==> config.mk <==
export PLATFORM = sky130hd
export DESIGN_NAME = aes128_key_expansion_unit_flat
export DESIGN_NICKNAME = d
export VERILOG_FILES = /design/src/rtl/core/aeske_pkg.sv /design/src/rtl/core/aeske_channels.sv /design/src/rtl/core/aeske_ram.sv /design/src/rtl/core/aeske_sequencer.sv /design/src/rtl/core/aeske_datapath.sv /design/src/rtl/core/aes128_key_expansion_unit.sv /design/src/flat_wrapper.sv
export SDC_FILE = /design/constraint.sdc
export NUM_CORES = 2
export LEC_CHECK = 0
export ABC_CLOCK_PERIOD_IN_PS = 10500
export BUFFER_PORTS_ARGS = -buffer_cell sky130_fd_sc_hd__buf_2
export CORE_UTILIZATION = 37
export DETAILED_ROUTE_END_ITERATION = 8
export PLACE_DENSITY = 0.6
export SYNTH_ARGS = -nofsm -noshare
export SYNTH_HDL_FRONTEND = slang
export SYNTH_SLANG_ARGS = --single-unit
==> constraint.sdc <==
create_clock -name clock -period 10.5 [get_ports clock]
set_input_delay 2.1 -clock clock [delete_from_list [all_inputs] [get_ports clock]]
set_output_delay 2.1 -clock clock [all_outputs]
set_load 0.01 [all_outputs]
==> src/rtl/core/aeske_pkg.sv <==
// ----------------------------------------------------------------------------
// AES-128 key expansion package
// Widths, step codes, microcode words and the S-box shared by the unit.
// ----------------------------------------------------------------------------
package aeske_pkg;

   localparam int WORD_W     = 32;
   localparam int KEY_HALF_W = 64;
   localparam int BLOCK_W    = 128;
   localparam int ADDR_W     = 6;
   localparam int WORDS      = 44;
   localparam int ROUNDS     = 10;
   localparam int ROWS       = WORDS / 4;
   localparam int ROW_W      = $clog2(ROWS);
   localparam int ROUND_W    = $clog2(ROUNDS + 1);

   localparam logic OP_LOAD = 1'b0;
   localparam logic OP_READ = 1'b1;

   typedef enum logic [2:0] {
      STEP_LOAD,
      STEP_SUB,
      STEP_XOR,
      STEP_FIN,
      STEP_RD,
      STEP_RDW
   } step_type;

   typedef enum logic [1:0] {
      JMP_GO,
      JMP_LOOP,
      JMP_STOP
   } jump_type;

   typedef struct packed {
      logic     key_wr;
      logic     sub_en;
      logic     xor_en;
      logic     rd_en;
      logic     emit;
      logic     emit_read;
      jump_type jump;
      step_type target;
      step_type fall;
   } ucode_type;

   typedef struct packed {
      logic               accept;
      logic               key_wr;
      logic               sub_en;
      logic               xor_en;
      logic               rd_en;
      logic               emit;
      logic               emit_read;
      logic [ROUND_W-1:0] round;
   } ctrl_type;

   // Microprogram: one control word per step.
   function automatic ucode_type ucode_rom(input step_type step);
      ucode_type uc;
      uc = '{key_wr: 1'b0, sub_en: 1'b0, xor_en: 1'b0, rd_en: 1'b0, emit: 1'b0,
             emit_read: 1'b0, jump: JMP_STOP, target: STEP_LOAD, fall: STEP_LOAD};
      case (step)
         STEP_LOAD: begin
            uc.key_wr = 1'b1;
            uc.jump   = JMP_GO;
            uc.target = STEP_SUB;
         end
         STEP_SUB: begin
            uc.sub_en = 1'b1;
            uc.jump   = JMP_GO;
            uc.target = STEP_XOR;
         end
         STEP_XOR: begin
            uc.xor_en = 1'b1;
            uc.jump   = JMP_LOOP;
            uc.target = STEP_SUB;
            uc.fall   = STEP_FIN;
         end
         STEP_FIN: begin
            uc.emit = 1'b1;
            uc.jump = JMP_STOP;
         end
         STEP_RD: begin
            uc.rd_en  = 1'b1;
            uc.jump   = JMP_GO;
            uc.target = STEP_RDW;
         end
         STEP_RDW: begin
            uc.emit      = 1'b1;
            uc.emit_read = 1'b1;
            uc.jump      = JMP_STOP;
         end
         default: begin
            uc.jump = JMP_STOP;
         end
      endcase
      return uc;
   endfunction

   function automatic logic [7:0] rcon(input logic [ROUND_W-1:0] round);
      logic [7:0] value;
      case (round)
         4'd0:    value = 8'h01;
         4'd1:    value = 8'h02;
         4'd2:    value = 8'h04;
         4'd3:    value = 8'h08;
         4'd4:    value = 8'h10;
         4'd5:    value = 8'h20;
         4'd6:    value = 8'h40;
         4'd7:    value = 8'h80;
         4'd8:    value = 8'h1b;
         4'd9:    value = 8'h36;
         default: value = 8'h00;
      endcase
      return value;
   endfunction

   localparam logic [7:0] SBOX [256] = '{
      8'h63,8'h7c,8'h77,8'h7b,8'hf2,8'h6b,8'h6f,8'hc5,8'h30,8'h01,8'h67,8'h2b,8'hfe,8'hd7,8'hab,8'h76,
      8'hca,8'h82,8'hc9,8'h7d,8'hfa,8'h59,8'h47,8'hf0,8'had,8'hd4,8'ha2,8'haf,8'h9c,8'ha4,8'h72,8'hc0,
      8'hb7,8'hfd,8'h93,8'h26,8'h36,8'h3f,8'hf7,8'hcc,8'h34,8'ha5,8'he5,8'hf1,8'h71,8'hd8,8'h31,8'h15,
      8'h04,8'hc7,8'h23,8'hc3,8'h18,8'h96,8'h05,8'h9a,8'h07,8'h12,8'h80,8'he2,8'heb,8'h27,8'hb2,8'h75,
      8'h09,8'h83,8'h2c,8'h1a,8'h1b,8'h6e,8'h5a,8'ha0,8'h52,8'h3b,8'hd6,8'hb3,8'h29,8'he3,8'h2f,8'h84,
      8'h53,8'hd1,8'h00,8'hed,8'h20,8'hfc,8'hb1,8'h5b,8'h6a,8'hcb,8'hbe,8'h39,8'h4a,8'h4c,8'h58,8'hcf,
      8'hd0,8'hef,8'haa,8'hfb,8'h43,8'h4d,8'h33,8'h85,8'h45,8'hf9,8'h02,8'h7f,8'h50,8'h3c,8'h9f,8'ha8,
      8'h51,8'ha3,8'h40,8'h8f,8'h92,8'h9d,8'h38,8'hf5,8'hbc,8'hb6,8'hda,8'h21,8'h10,8'hff,8'hf3,8'hd2,
      8'hcd,8'h0c,8'h13,8'hec,8'h5f,8'h97,8'h44,8'h17,8'hc4,8'ha7,8'h7e,8'h3d,8'h64,8'h5d,8'h19,8'h73,
      8'h60,8'h81,8'h4f,8'hdc,8'h22,8'h2a,8'h90,8'h88,8'h46,8'hee,8'hb8,8'h14,8'hde,8'h5e,8'h0b,8'hdb,
      8'he0,8'h32,8'h3a,8'h0a,8'h49,8'h06,8'h24,8'h5c,8'hc2,8'hd3,8'hac,8'h62,8'h91,8'h95,8'he4,8'h79,
      8'he7,8'hc8,8'h37,8'h6d,8'h8d,8'hd5,8'h4e,8'ha9,8'h6c,8'h56,8'hf4,8'hea,8'h65,8'h7a,8'hae,8'h08,
      8'hba,8'h78,8'h25,8'h2e,8'h1c,8'ha6,8'hb4,8'hc6,8'he8,8'hdd,8'h74,8'h1f,8'h4b,8'hbd,8'h8b,8'h8a,
      8'h70,8'h3e,8'hb5,8'h66,8'h48,8'h03,8'hf6,8'h0e,8'h61,8'h35,8'h57,8'hb9,8'h86,8'hc1,8'h1d,8'h9e,
      8'he1,8'hf8,8'h98,8'h11,8'h69,8'hd9,8'h8e,8'h94,8'h9b,8'h1e,8'h87,8'he9,8'hce,8'h55,8'h28,8'hdf,
      8'h8c,8'ha1,8'h89,8'h0d,8'hbf,8'he6,8'h42,8'h68,8'h41,8'h99,8'h2d,8'h0f,8'hb0,8'h54,8'hbb,8'h16
   };

   // SubWord(RotWord(w)) on a word whose first byte sits in the low bits.
   function automatic logic [WORD_W-1:0] sub_rot(input logic [WORD_W-1:0] w);
      return {SBOX[w[7:0]], SBOX[w[31:24]], SBOX[w[23:16]], SBOX[w[15:8]]};
   endfunction

endpackage

==> src/rtl/core/aeske_channels.sv <==
// ----------------------------------------------------------------------------
// AES-128 key expansion channels
// Valid/ready interfaces for the request and response channels.
// ----------------------------------------------------------------------------
interface aeske_req_if;
   import aeske_pkg::*;

   logic                  valid;
   logic                  ready;
   logic                  op;
   logic [KEY_HALF_W-1:0] key_low;
   logic [KEY_HALF_W-1:0] key_high;
   logic [ADDR_W-1:0]     read_addr;

   modport source (output valid, output op, output key_low, output key_high,
                   output read_addr, input ready);
   modport sink (input valid, input op, input key_low, input key_high,
                 input read_addr, output ready);
endinterface

interface aeske_rsp_if;
   import aeske_pkg::*;

   logic              valid;
   logic              ready;
   logic [WORD_W-1:0] word0;
   logic [WORD_W-1:0] word1;
   logic [WORD_W-1:0] word2;
   logic [WORD_W-1:0] word3;
   logic              done_res;

   modport source (output valid, output word0, output word1, output word2,
                   output word3, output done_res, input ready);
   modport sink (input valid, input word0, input word1, input word2,
                 input word3, input done_res, output ready);
endinterface

==> src/rtl/core/aeske_ram.sv <==
// ----------------------------------------------------------------------------
// Generic RAM
// One write port and two read ports with registered read data.
// ----------------------------------------------------------------------------
module aeske_ram #(
   parameter int WIDTH = 128,
   parameter int DEPTH = 11
) (
   input  logic                     clock,
   input  logic                     wr_en,
   input  logic [$clog2(DEPTH)-1:0] wr_addr,
   input  logic [WIDTH-1:0]         wr_data,
   input  logic                     rd_en,
   input  logic [$clog2(DEPTH)-1:0] rd_addr_a,
   input  logic [$clog2(DEPTH)-1:0] rd_addr_b,
   output logic [WIDTH-1:0]         rd_data_a,
   output logic [WIDTH-1:0]         rd_data_b
);

   logic [WIDTH-1:0] mem_ff [DEPTH];
   logic [WIDTH-1:0] rd_a_ff;
   logic [WIDTH-1:0] rd_b_ff;

   always_ff @(posedge clock) begin
      if (wr_en) begin
         mem_ff[wr_addr] <= wr_data;
      end
      if (rd_en) begin
         rd_a_ff <= mem_ff[rd_addr_a];
         rd_b_ff <= mem_ff[rd_addr_b];
      end
   end

   assign rd_data_a = rd_a_ff;
   assign rd_data_b = rd_b_ff;

endmodule

==> src/rtl/core/aeske_sequencer.sv <==
// ----------------------------------------------------------------------------
// AES-128 key expansion sequencer
// Step counter over the microprogram, with the round loop and request dispatch.
// ----------------------------------------------------------------------------
module aeske_sequencer (
   input  logic               clock,
   input  logic               reset,
   input  logic               req_valid,
   input  logic               req_op,
   input  logic               out_free,
   output logic               req_ready,
   output aeske_pkg::ctrl_type ctrl
);
   import aeske_pkg::*;

   logic               busy_ff;
   logic               busy_in;
   step_type           pc_ff;
   step_type           pc_in;
   logic [ROUND_W-1:0] round_ff;
   logic [ROUND_W-1:0] round_in;
   ucode_type          uc;
   logic               last_round;

   assign uc         = ucode_rom(pc_ff);
   assign last_round = (round_ff == ROUND_W'(ROUNDS - 1));

   always_comb begin
      busy_in  = busy_ff;
      pc_in    = pc_ff;
      round_in = round_ff;
      if (!busy_ff) begin
         if (req_valid) begin
            busy_in  = 1'b1;
            round_in = '0;
            pc_in    = (req_op == OP_READ) ? STEP_RD : STEP_LOAD;
         end
      end else begin
         case (uc.jump)
            JMP_GO: begin
               pc_in = uc.target;
            end
            JMP_LOOP: begin
               round_in = round_ff + ROUND_W'(1);
               pc_in    = last_round ? uc.fall : uc.target;
            end
            JMP_STOP: begin
               if (out_free) begin
                  busy_in = 1'b0;
               end
            end
            default: begin
               busy_in = 1'b0;
            end
         endcase
      end
   end

   always_comb begin
      req_ready      = !busy_ff && !reset;
      ctrl.accept    = !busy_ff && !reset && req_valid;
      ctrl.key_wr    = busy_ff && uc.key_wr;
      ctrl.sub_en    = busy_ff && uc.sub_en;
      ctrl.xor_en    = busy_ff && uc.xor_en;
      ctrl.rd_en     = busy_ff && uc.rd_en;
      ctrl.emit      = busy_ff && uc.emit && out_free;
      ctrl.emit_read = uc.emit_read;
      ctrl.round     = round_ff;
   end

   always_ff @(posedge clock) begin
      if (reset) begin
         busy_ff  <= 1'b0;
         pc_ff    <= STEP_LOAD;
         round_ff <= '0;
      end else begin
         busy_ff  <= busy_in;
         pc_ff    <= pc_in;
         round_ff <= round_in;
      end
   end

endmodule

==> src/rtl/core/aeske_datapath.sv <==
// ----------------------------------------------------------------------------
// AES-128 key expansion datapath
// Key window, round function, round key store and the response register.
// ----------------------------------------------------------------------------
module aeske_datapath (
   input  logic                            clock,
   input  logic                            reset,
   input  aeske_pkg::ctrl_type             ctrl,
   input  logic [aeske_pkg::KEY_HALF_W-1:0] key_low,
   input  logic [aeske_pkg::KEY_HALF_W-1:0] key_high,
   input  logic [aeske_pkg::ADDR_W-1:0]     read_addr,
   input  logic                            rsp_ready,
   output logic                            rsp_valid,
   output logic [aeske_pkg::WORD_W-1:0]     word0,
   output logic [aeske_pkg::WORD_W-1:0]     word1,
   output logic [aeske_pkg::WORD_W-1:0]     word2,
   output logic [aeske_pkg::WORD_W-1:0]     word3,
   output logic                            done_res
);
   import aeske_pkg::*;

   logic [BLOCK_W-1:0] win_ff;
   logic [WORD_W-1:0]  tmp_ff;
   logic [ROW_W-1:0]   row_ff;
   logic [1:0]         off_ff;
   logic               expanded_ff;
   logic               rsp_valid_ff;
   logic [BLOCK_W-1:0] rsp_words_ff;
   logic               rsp_done_ff;

   logic [ADDR_W-1:0]  idx;
   logic [WORD_W-1:0]  n0, n1, n2, n3;
   logic [BLOCK_W-1:0] next_win;
   logic               ram_we;
   logic [ROW_W-1:0]   ram_wa;
   logic [BLOCK_W-1:0] ram_wd;
   logic [ROW_W-1:0]   row_next;
   logic [BLOCK_W-1:0] rd_a;
   logic [BLOCK_W-1:0] rd_b;
   logic [BLOCK_W-1:0] sel_words;

   assign idx = (read_addr >= ADDR_W'(WORDS)) ? read_addr - ADDR_W'(WORDS) : read_addr;

   assign n0       = win_ff[WORD_W-1:0] ^ tmp_ff;
   assign n1       = win_ff[2*WORD_W-1:WORD_W] ^ n0;
   assign n2       = win_ff[3*WORD_W-1:2*WORD_W] ^ n1;
   assign n3       = win_ff[4*WORD_W-1:3*WORD_W] ^ n2;
   assign next_win = {n3, n2, n1, n0};

   assign ram_we   = ctrl.key_wr || ctrl.xor_en;
   assign ram_wa   = ctrl.xor_en ? ROW_W'(ctrl.round + ROUND_W'(1)) : '0;
   assign ram_wd   = ctrl.xor_en ? next_win : win_ff;
   assign row_next = (row_ff == ROW_W'(ROWS - 1)) ? '0 : row_ff + ROW_W'(1);

   aeske_ram #(
      .WIDTH (BLOCK_W),
      .DEPTH (ROWS)
   ) u_store (
      .clock     (clock),
      .wr_en     (ram_we),
      .wr_addr   (ram_wa),
      .wr_data   (ram_wd),
      .rd_en     (ctrl.rd_en),
      .rd_addr_a (row_ff),
      .rd_addr_b (row_next),
      .rd_data_a (rd_a),
      .rd_data_b (rd_b)
   );

   always_comb begin
      case (off_ff)
         2'd0:    sel_words = rd_a;
         2'd1:    sel_words = {rd_b[WORD_W-1:0], rd_a[BLOCK_W-1:WORD_W]};
         2'd2:    sel_words = {rd_b[2*WORD_W-1:0], rd_a[BLOCK_W-1:2*WORD_W]};
         2'd3:    sel_words = {rd_b[3*WORD_W-1:0], rd_a[BLOCK_W-1:3*WORD_W]};
         default: sel_words = rd_a;
      endcase
   end

   always_ff @(posedge clock) begin
      if (ctrl.accept) begin
         win_ff <= {key_high, key_low};
         row_ff <= ROW_W'(idx >> 2);
         off_ff <= idx[1:0];
      end else if (ctrl.xor_en) begin
         win_ff <= next_win;
      end
      if (ctrl.sub_en) begin
         tmp_ff <= sub_rot(win_ff[BLOCK_W-1:3*WORD_W]) ^ {{(WORD_W-8){1'b0}}, rcon(ctrl.round)};
      end
      if (ctrl.emit) begin
         if (ctrl.emit_read) begin
            rsp_words_ff <= expanded_ff ? sel_words : '0;
            rsp_done_ff  <= expanded_ff;
         end else begin
            rsp_words_ff <= '0;
            rsp_done_ff  <= 1'b1;
         end
      end
   end

   always_ff @(posedge clock) begin
      if (reset) begin
         expanded_ff  <= 1'b0;
         rsp_valid_ff <= 1'b0;
      end else begin
         if (ctrl.emit && !ctrl.emit_read) begin
            expanded_ff <= 1'b1;
         end
         if (ctrl.emit) begin
            rsp_valid_ff <= 1'b1;
         end else if (rsp_ready) begin
            rsp_valid_ff <= 1'b0;
         end
      end
   end

   assign rsp_valid = rsp_valid_ff;
   assign word0     = rsp_words_ff[WORD_W-1:0];
   assign word1     = rsp_words_ff[2*WORD_W-1:WORD_W];
   assign word2     = rsp_words_ff[3*WORD_W-1:2*WORD_W];
   assign word3     = rsp_words_ff[4*WORD_W-1:3*WORD_W];
   assign done_res  = rsp_done_ff;

endmodule

==> src/rtl/core/aes128_key_expansion_unit.sv <==
// ----------------------------------------------------------------------------
// AES-128 key expansion unit
// Microcoded key schedule with an 11-row by 128-bit round key store.
//
//   Channel   Direction  Carries
//   req_bus   in         op, key_low, key_high, read_addr
//   rsp_bus   out        word0 to word3, done_res
//
// A load request runs these steps from acceptance to its response: a load step
// writes the key row, then ten rounds of two steps each (S-box, XOR chain and
// row write), then one finishing step. A read request runs a read step on the
// registered two-port read of the store, then an emit step. Reset is
// synchronous and empties the store logically. A response waiting on rsp_bus
// holds the final step of the next request, which is accepted meanwhile.
// ----------------------------------------------------------------------------
module aes128_key_expansion_unit (
   input logic        clock,
   input logic        reset,
   aeske_req_if.sink  req_bus,
   aeske_rsp_if.source rsp_bus
);
   import aeske_pkg::*;

   ctrl_type ctrl;
   logic     out_free;

   assign out_free = !rsp_bus.valid || rsp_bus.ready;

   aeske_sequencer u_seq (
      .clock     (clock),
      .reset     (reset),
      .req_valid (req_bus.valid),
      .req_op    (req_bus.op),
      .out_free  (out_free),
      .req_ready (req_bus.ready),
      .ctrl      (ctrl)
   );

   aeske_datapath u_dp (
      .clock     (clock),
      .reset     (reset),
      .ctrl      (ctrl),
      .key_low   (req_bus.key_low),
      .key_high  (req_bus.key_high),
      .read_addr (req_bus.read_addr),
      .rsp_ready (rsp_bus.ready),
      .rsp_valid (rsp_bus.valid),
      .word0     (rsp_bus.word0),
      .word1     (rsp_bus.word1),
      .word2     (rsp_bus.word2),
      .word3     (rsp_bus.word3),
      .done_res  (rsp_bus.done_res)
   );

endmodule

==> src/flat_wrapper.sv <==
// flat-port wrapper written by rule: the top's interface ports become plain ports
module aes128_key_expansion_unit_flat import aeske_pkg::*;
  (clock, reset, req_bus_valid, req_bus_op, req_bus_key_low, req_bus_key_high, req_bus_read_addr, req_bus_ready, rsp_bus_valid, rsp_bus_word0, rsp_bus_word1, rsp_bus_word2, rsp_bus_word3, rsp_bus_done_res, rsp_bus_ready);
  aeske_req_if req_bus_i ();
  aeske_rsp_if rsp_bus_i ();
  input logic clock;
  input logic reset;
  input wire logic [$bits(req_bus_i.valid)-1:0] req_bus_valid;
  input wire logic [$bits(req_bus_i.op)-1:0] req_bus_op;
  input wire logic [$bits(req_bus_i.key_low)-1:0] req_bus_key_low;
  input wire logic [$bits(req_bus_i.key_high)-1:0] req_bus_key_high;
  input wire logic [$bits(req_bus_i.read_addr)-1:0] req_bus_read_addr;
  output wire logic [$bits(req_bus_i.ready)-1:0] req_bus_ready;
  output wire logic [$bits(rsp_bus_i.valid)-1:0] rsp_bus_valid;
  output wire logic [$bits(rsp_bus_i.word0)-1:0] rsp_bus_word0;
  output wire logic [$bits(rsp_bus_i.word1)-1:0] rsp_bus_word1;
  output wire logic [$bits(rsp_bus_i.word2)-1:0] rsp_bus_word2;
  output wire logic [$bits(rsp_bus_i.word3)-1:0] rsp_bus_word3;
  output wire logic [$bits(rsp_bus_i.done_res)-1:0] rsp_bus_done_res;
  input wire logic [$bits(rsp_bus_i.ready)-1:0] rsp_bus_ready;
  assign req_bus_i.valid = req_bus_valid;
  assign req_bus_i.op = req_bus_op;
  assign req_bus_i.key_low = req_bus_key_low;
  assign req_bus_i.key_high = req_bus_key_high;
  assign req_bus_i.read_addr = req_bus_read_addr;
  assign req_bus_ready = req_bus_i.ready;
  assign rsp_bus_valid = rsp_bus_i.valid;
  assign rsp_bus_word0 = rsp_bus_i.word0;
  assign rsp_bus_word1 = rsp_bus_i.word1;
  assign rsp_bus_word2 = rsp_bus_i.word2;
  assign rsp_bus_word3 = rsp_bus_i.word3;
  assign rsp_bus_done_res = rsp_bus_i.done_res;
  assign rsp_bus_i.ready = rsp_bus_ready;
  aes128_key_expansion_unit u_core (.clock(clock), .reset(reset), .req_bus(req_bus_i), .rsp_bus(rsp_bus_i));
endmodule
==> flow_summary.yaml <==
synthesis:
  synth.distinct_cells: 81
  synth_ff_type: "edfxtp_1"
  yosys.area.top_type: "edfxtp_1"
  synth_common_cells: "1799 x edfxtp_1, 1034 x nand2_1, 869 x o21ai_0"
  syn_area_um2: 99500
  synthArstFlopShare_pct: 0
  avgSynthCellArea_um2: 11.9
  ys_seq_area_share_pct: 57.2
  yosys_warnings: 0
  synth_area_leaders: "edfxtp_1 54%, mux4_2 9.3%, o21ai_0 4.4%, nand2_1 3.9%, mux2i_1 3.7%"
  synth_edf_count: 1799
  synth.most_common_cell: "edfxtp_1"
  synth_top_area_share_pct: 54.3
  synth-seq-cells: 1945
  syn_nets: 8589
  synthCells: 8387
timing:
  finalCritPeriodShare_pct: 46.4
  fmax_mhz: 205
  fin_worst_hold_slack_ns: 0.532
  worstMarginPinSlew_ns: 1.47
  slew_viol_final: 0
  period_needed_ns: 4.87
  max-slew-margin-rel_pct: 1.64
  fin_worst_skew_ns: 0.0668
  grt_setup_unrepaired: "no"
  tns_ns: 0
  hold_viol: 0
  finalSetupViolCount: 0
setup_path:
  cp_num_buf_inv: 5
  max_stage_delay_ns: 0.74
  endpoint_kind: "flip-flop"
  critPathTopFamily: "buffers and inverters"
  cp_cell_sequence: "buf_4 -> buf_4 -> inv_8 -> o21ai_0 -> a22oi_2 -> buf_4 -> buf_4 -> o21ai_0"
  r2r_end: "u_core.u_dp.u_store.rd_data_b[2]"
  cp.required_ns: 11.01
  crit_path_start_kind: "flip-flop"
  reg2regPathDepth: 8
  startpoint: "u_core.u_dp.row_ff[2]"
  slowest_stage: "buf_4"
  crit_type: "reg -> reg"
  crit_top_cell: "buf_4"
  crit_fanout: 77
  rrSetupSlack_ns: 5.63
  arrival_ns: 5.39
  worstSetupPathDepth: 8
  r2r-start: "u_core.u_dp.row_ff[2]"
  crit_path_end: "u_core.u_dp.u_store.rd_data_b[2]"
outcome:
  status: "completed"
die:
  initial_core_util_pct: 37.2
  placementRows: 190
  fp.coreArea_um2: 268000
  dieArea_um2: 271000
  io_pins: 270
  fp.dieH_um: 521
  die_x_um: 521
route:
  drt_wl_total_um: 354000
  postRouteAntennaNets: 0
  avgRoutedWirePerCell_um: 29.4
  drt_iter0_markers: 10300
  num_vias: 74000
  firstDrtPassIters: 6
  vias_per_cell: 6.14
  drc: 0
placed_design:
  dp_hpwl_um: 221000
  gp_congestion: 0.960
  port_buffers: 269
cts:
  numCtsBuffers: 198
  htree_levels: 4
  postCtsSetupBuffers: 0
  clock_latency_ns: 0.87
  cts_tree: "done"
  clk_pin_slew_worst_paths_ns: 0.07
  cts_sinks: 1945
  cts_hold_buf: 0
  cts-root-buf: "clkbuf_16"
  cts.path.max_buffers: 3
  ctsResizeCount: 0
finish:
  drive_gt1_share_pct: 15.3
  syn_to_final_growth_pct: 11.6
  fillCellCount: 24900
  layout.nets: 8527
global_route:
  grt_pass1_wl_um: 500000
  antenna_found_initial: 44
  grt_max_degree: 215
  grt.total_usage_pct: 25.3
  overflow: 0
  grt_pass1_vias: 69500
job:
  max_cap_violations: 0
min_path:
  hp-class: "reg -> reg"
  hold_depth: 1
power_and_ir_drop:
  power-per-cell-area_nw_per_um2: 189
  leakage_nw: 37.3
  vdd_drop_max_uv: 153
-- layout make-up --
type	instances	area (um2)	area share, %
Inverter	36	145	0.131
Clock buffer	255	5390	4.85
Tap cell	3552	4440	4.00
Sequential cell	1945	57000	51.3
Clock inverter	114	1240	1.12
Antenna cell	5	12.5	0.0113
Multi-Input combinational cell	5674	39800	35.8
Timing Repair Buffer	470	3060	2.75
-- layout by cell type (no fill, tap or decap), drive strengths merged, types with 96 or more instances in the layout --
cell    Yosys  routed
a21o      107     107
a21oi     712     712
buf       292     470
clkbuf    440     255
dfxtp     146     146
edfxtp   1799    1799
mux2i     369     369
mux4      410     410
nand2    1034    1034
nand2b     96      96
nor2      661     661
nor2b     196     196
o211ai    147     147
o21ai     872     872
xnor2     149     149
-- cells by family after synthesis --
logic type / synth area share [%]
xor+xnor: 2.09
flops: 57.2
buf+inv: 3.14
compound gates: 13.4
fa+ha+maj: 0.802
mux: 13.4
simple gates: 9.95
-- worst register-to-register path: cells and delay by family, from the launching register on --
kind / cells / cell delay [ns]
flip-flops: 1 / 0.38
buffers and inverters: 5 / 2.91
AO/OA/AOI/OAI: 3 / 1.24
-- flip-flops by register name (all words and copies together), names as in the netlist, named ones only --
signal,flops
u_core.u_dp.expanded_ff,1
u_core.u_dp.win_ff,128
u_core.u_dp.tmp_ff,32
u_core.u_dp.rsp_words_ff,128
u_core.u_dp.u_store.rd_data_b,96
u_core.u_dp.row_ff,4
u_core.u_seq.round_ff,4
u_core.u_dp.rsp_valid,1
u_core.u_dp.done_res,1
u_core.u_dp.off_ff,2
u_core.u_seq.busy_ff,1
u_core.u_seq.pc_ff,3
u_core.u_dp.u_store.rd_data_a,128
u_core.u_dp.u_store.mem_ff,1408
-- per-layer routing --
layer	vias up	wire, um	global-route usage (%)
li1	31500	-	-
met1	37400	145000	36.3
met2	4522	156000	38.1
met3	629	40000	4.98
met4	22	12700	8.56
met5	-	146	0
-- where the power goes --
part | total (mW) | switching, mW | internal (mW)
Combinational | 4.61 | 3.17 | 1.45
Clock | 7.25 | 3.09 | 4.15
Sequential | 9.17 | 0.223 | 8.95
-- how the worst min path moves through the flow --
stage	to	slack, ns
detailed placement	u_core.u_dp.tmp_ff[5]	0.52
global route	u_core.u_dp.tmp_ff[5]	0.54
finish	u_core.u_dp.tmp_ff[5]	0.53
floorplan	u_core.u_dp.expanded_ff	0.45
CTS	u_core.u_dp.tmp_ff[5]	0.53
global placement	u_core.u_dp.tmp_ff[7]	0.51
-- stage by stage --
stage | setup WS [ns] | std cells | power, mW | area (um2) | utilization [%]
6_report | 5.63 | 12100 | 21.0 | 111000 | 41.5
5_1_grt | 5.51 | 12000 | 21.7 | 111000 | 41.5
4_1_cts | 5.79 | 12000 | 21.0 | 111000 | 41.5
3_5_place_dp | 5.77 | 11700 | 13.8 | 104000 | 39.0
3_3_place_gp | 5.79 | 11700 | 13.8 | 104000 | 39.0
2_1_floorplan | 2.33 | 8387 | 12.1 | 99500 | -
Power figures use the tool's default switching activity.
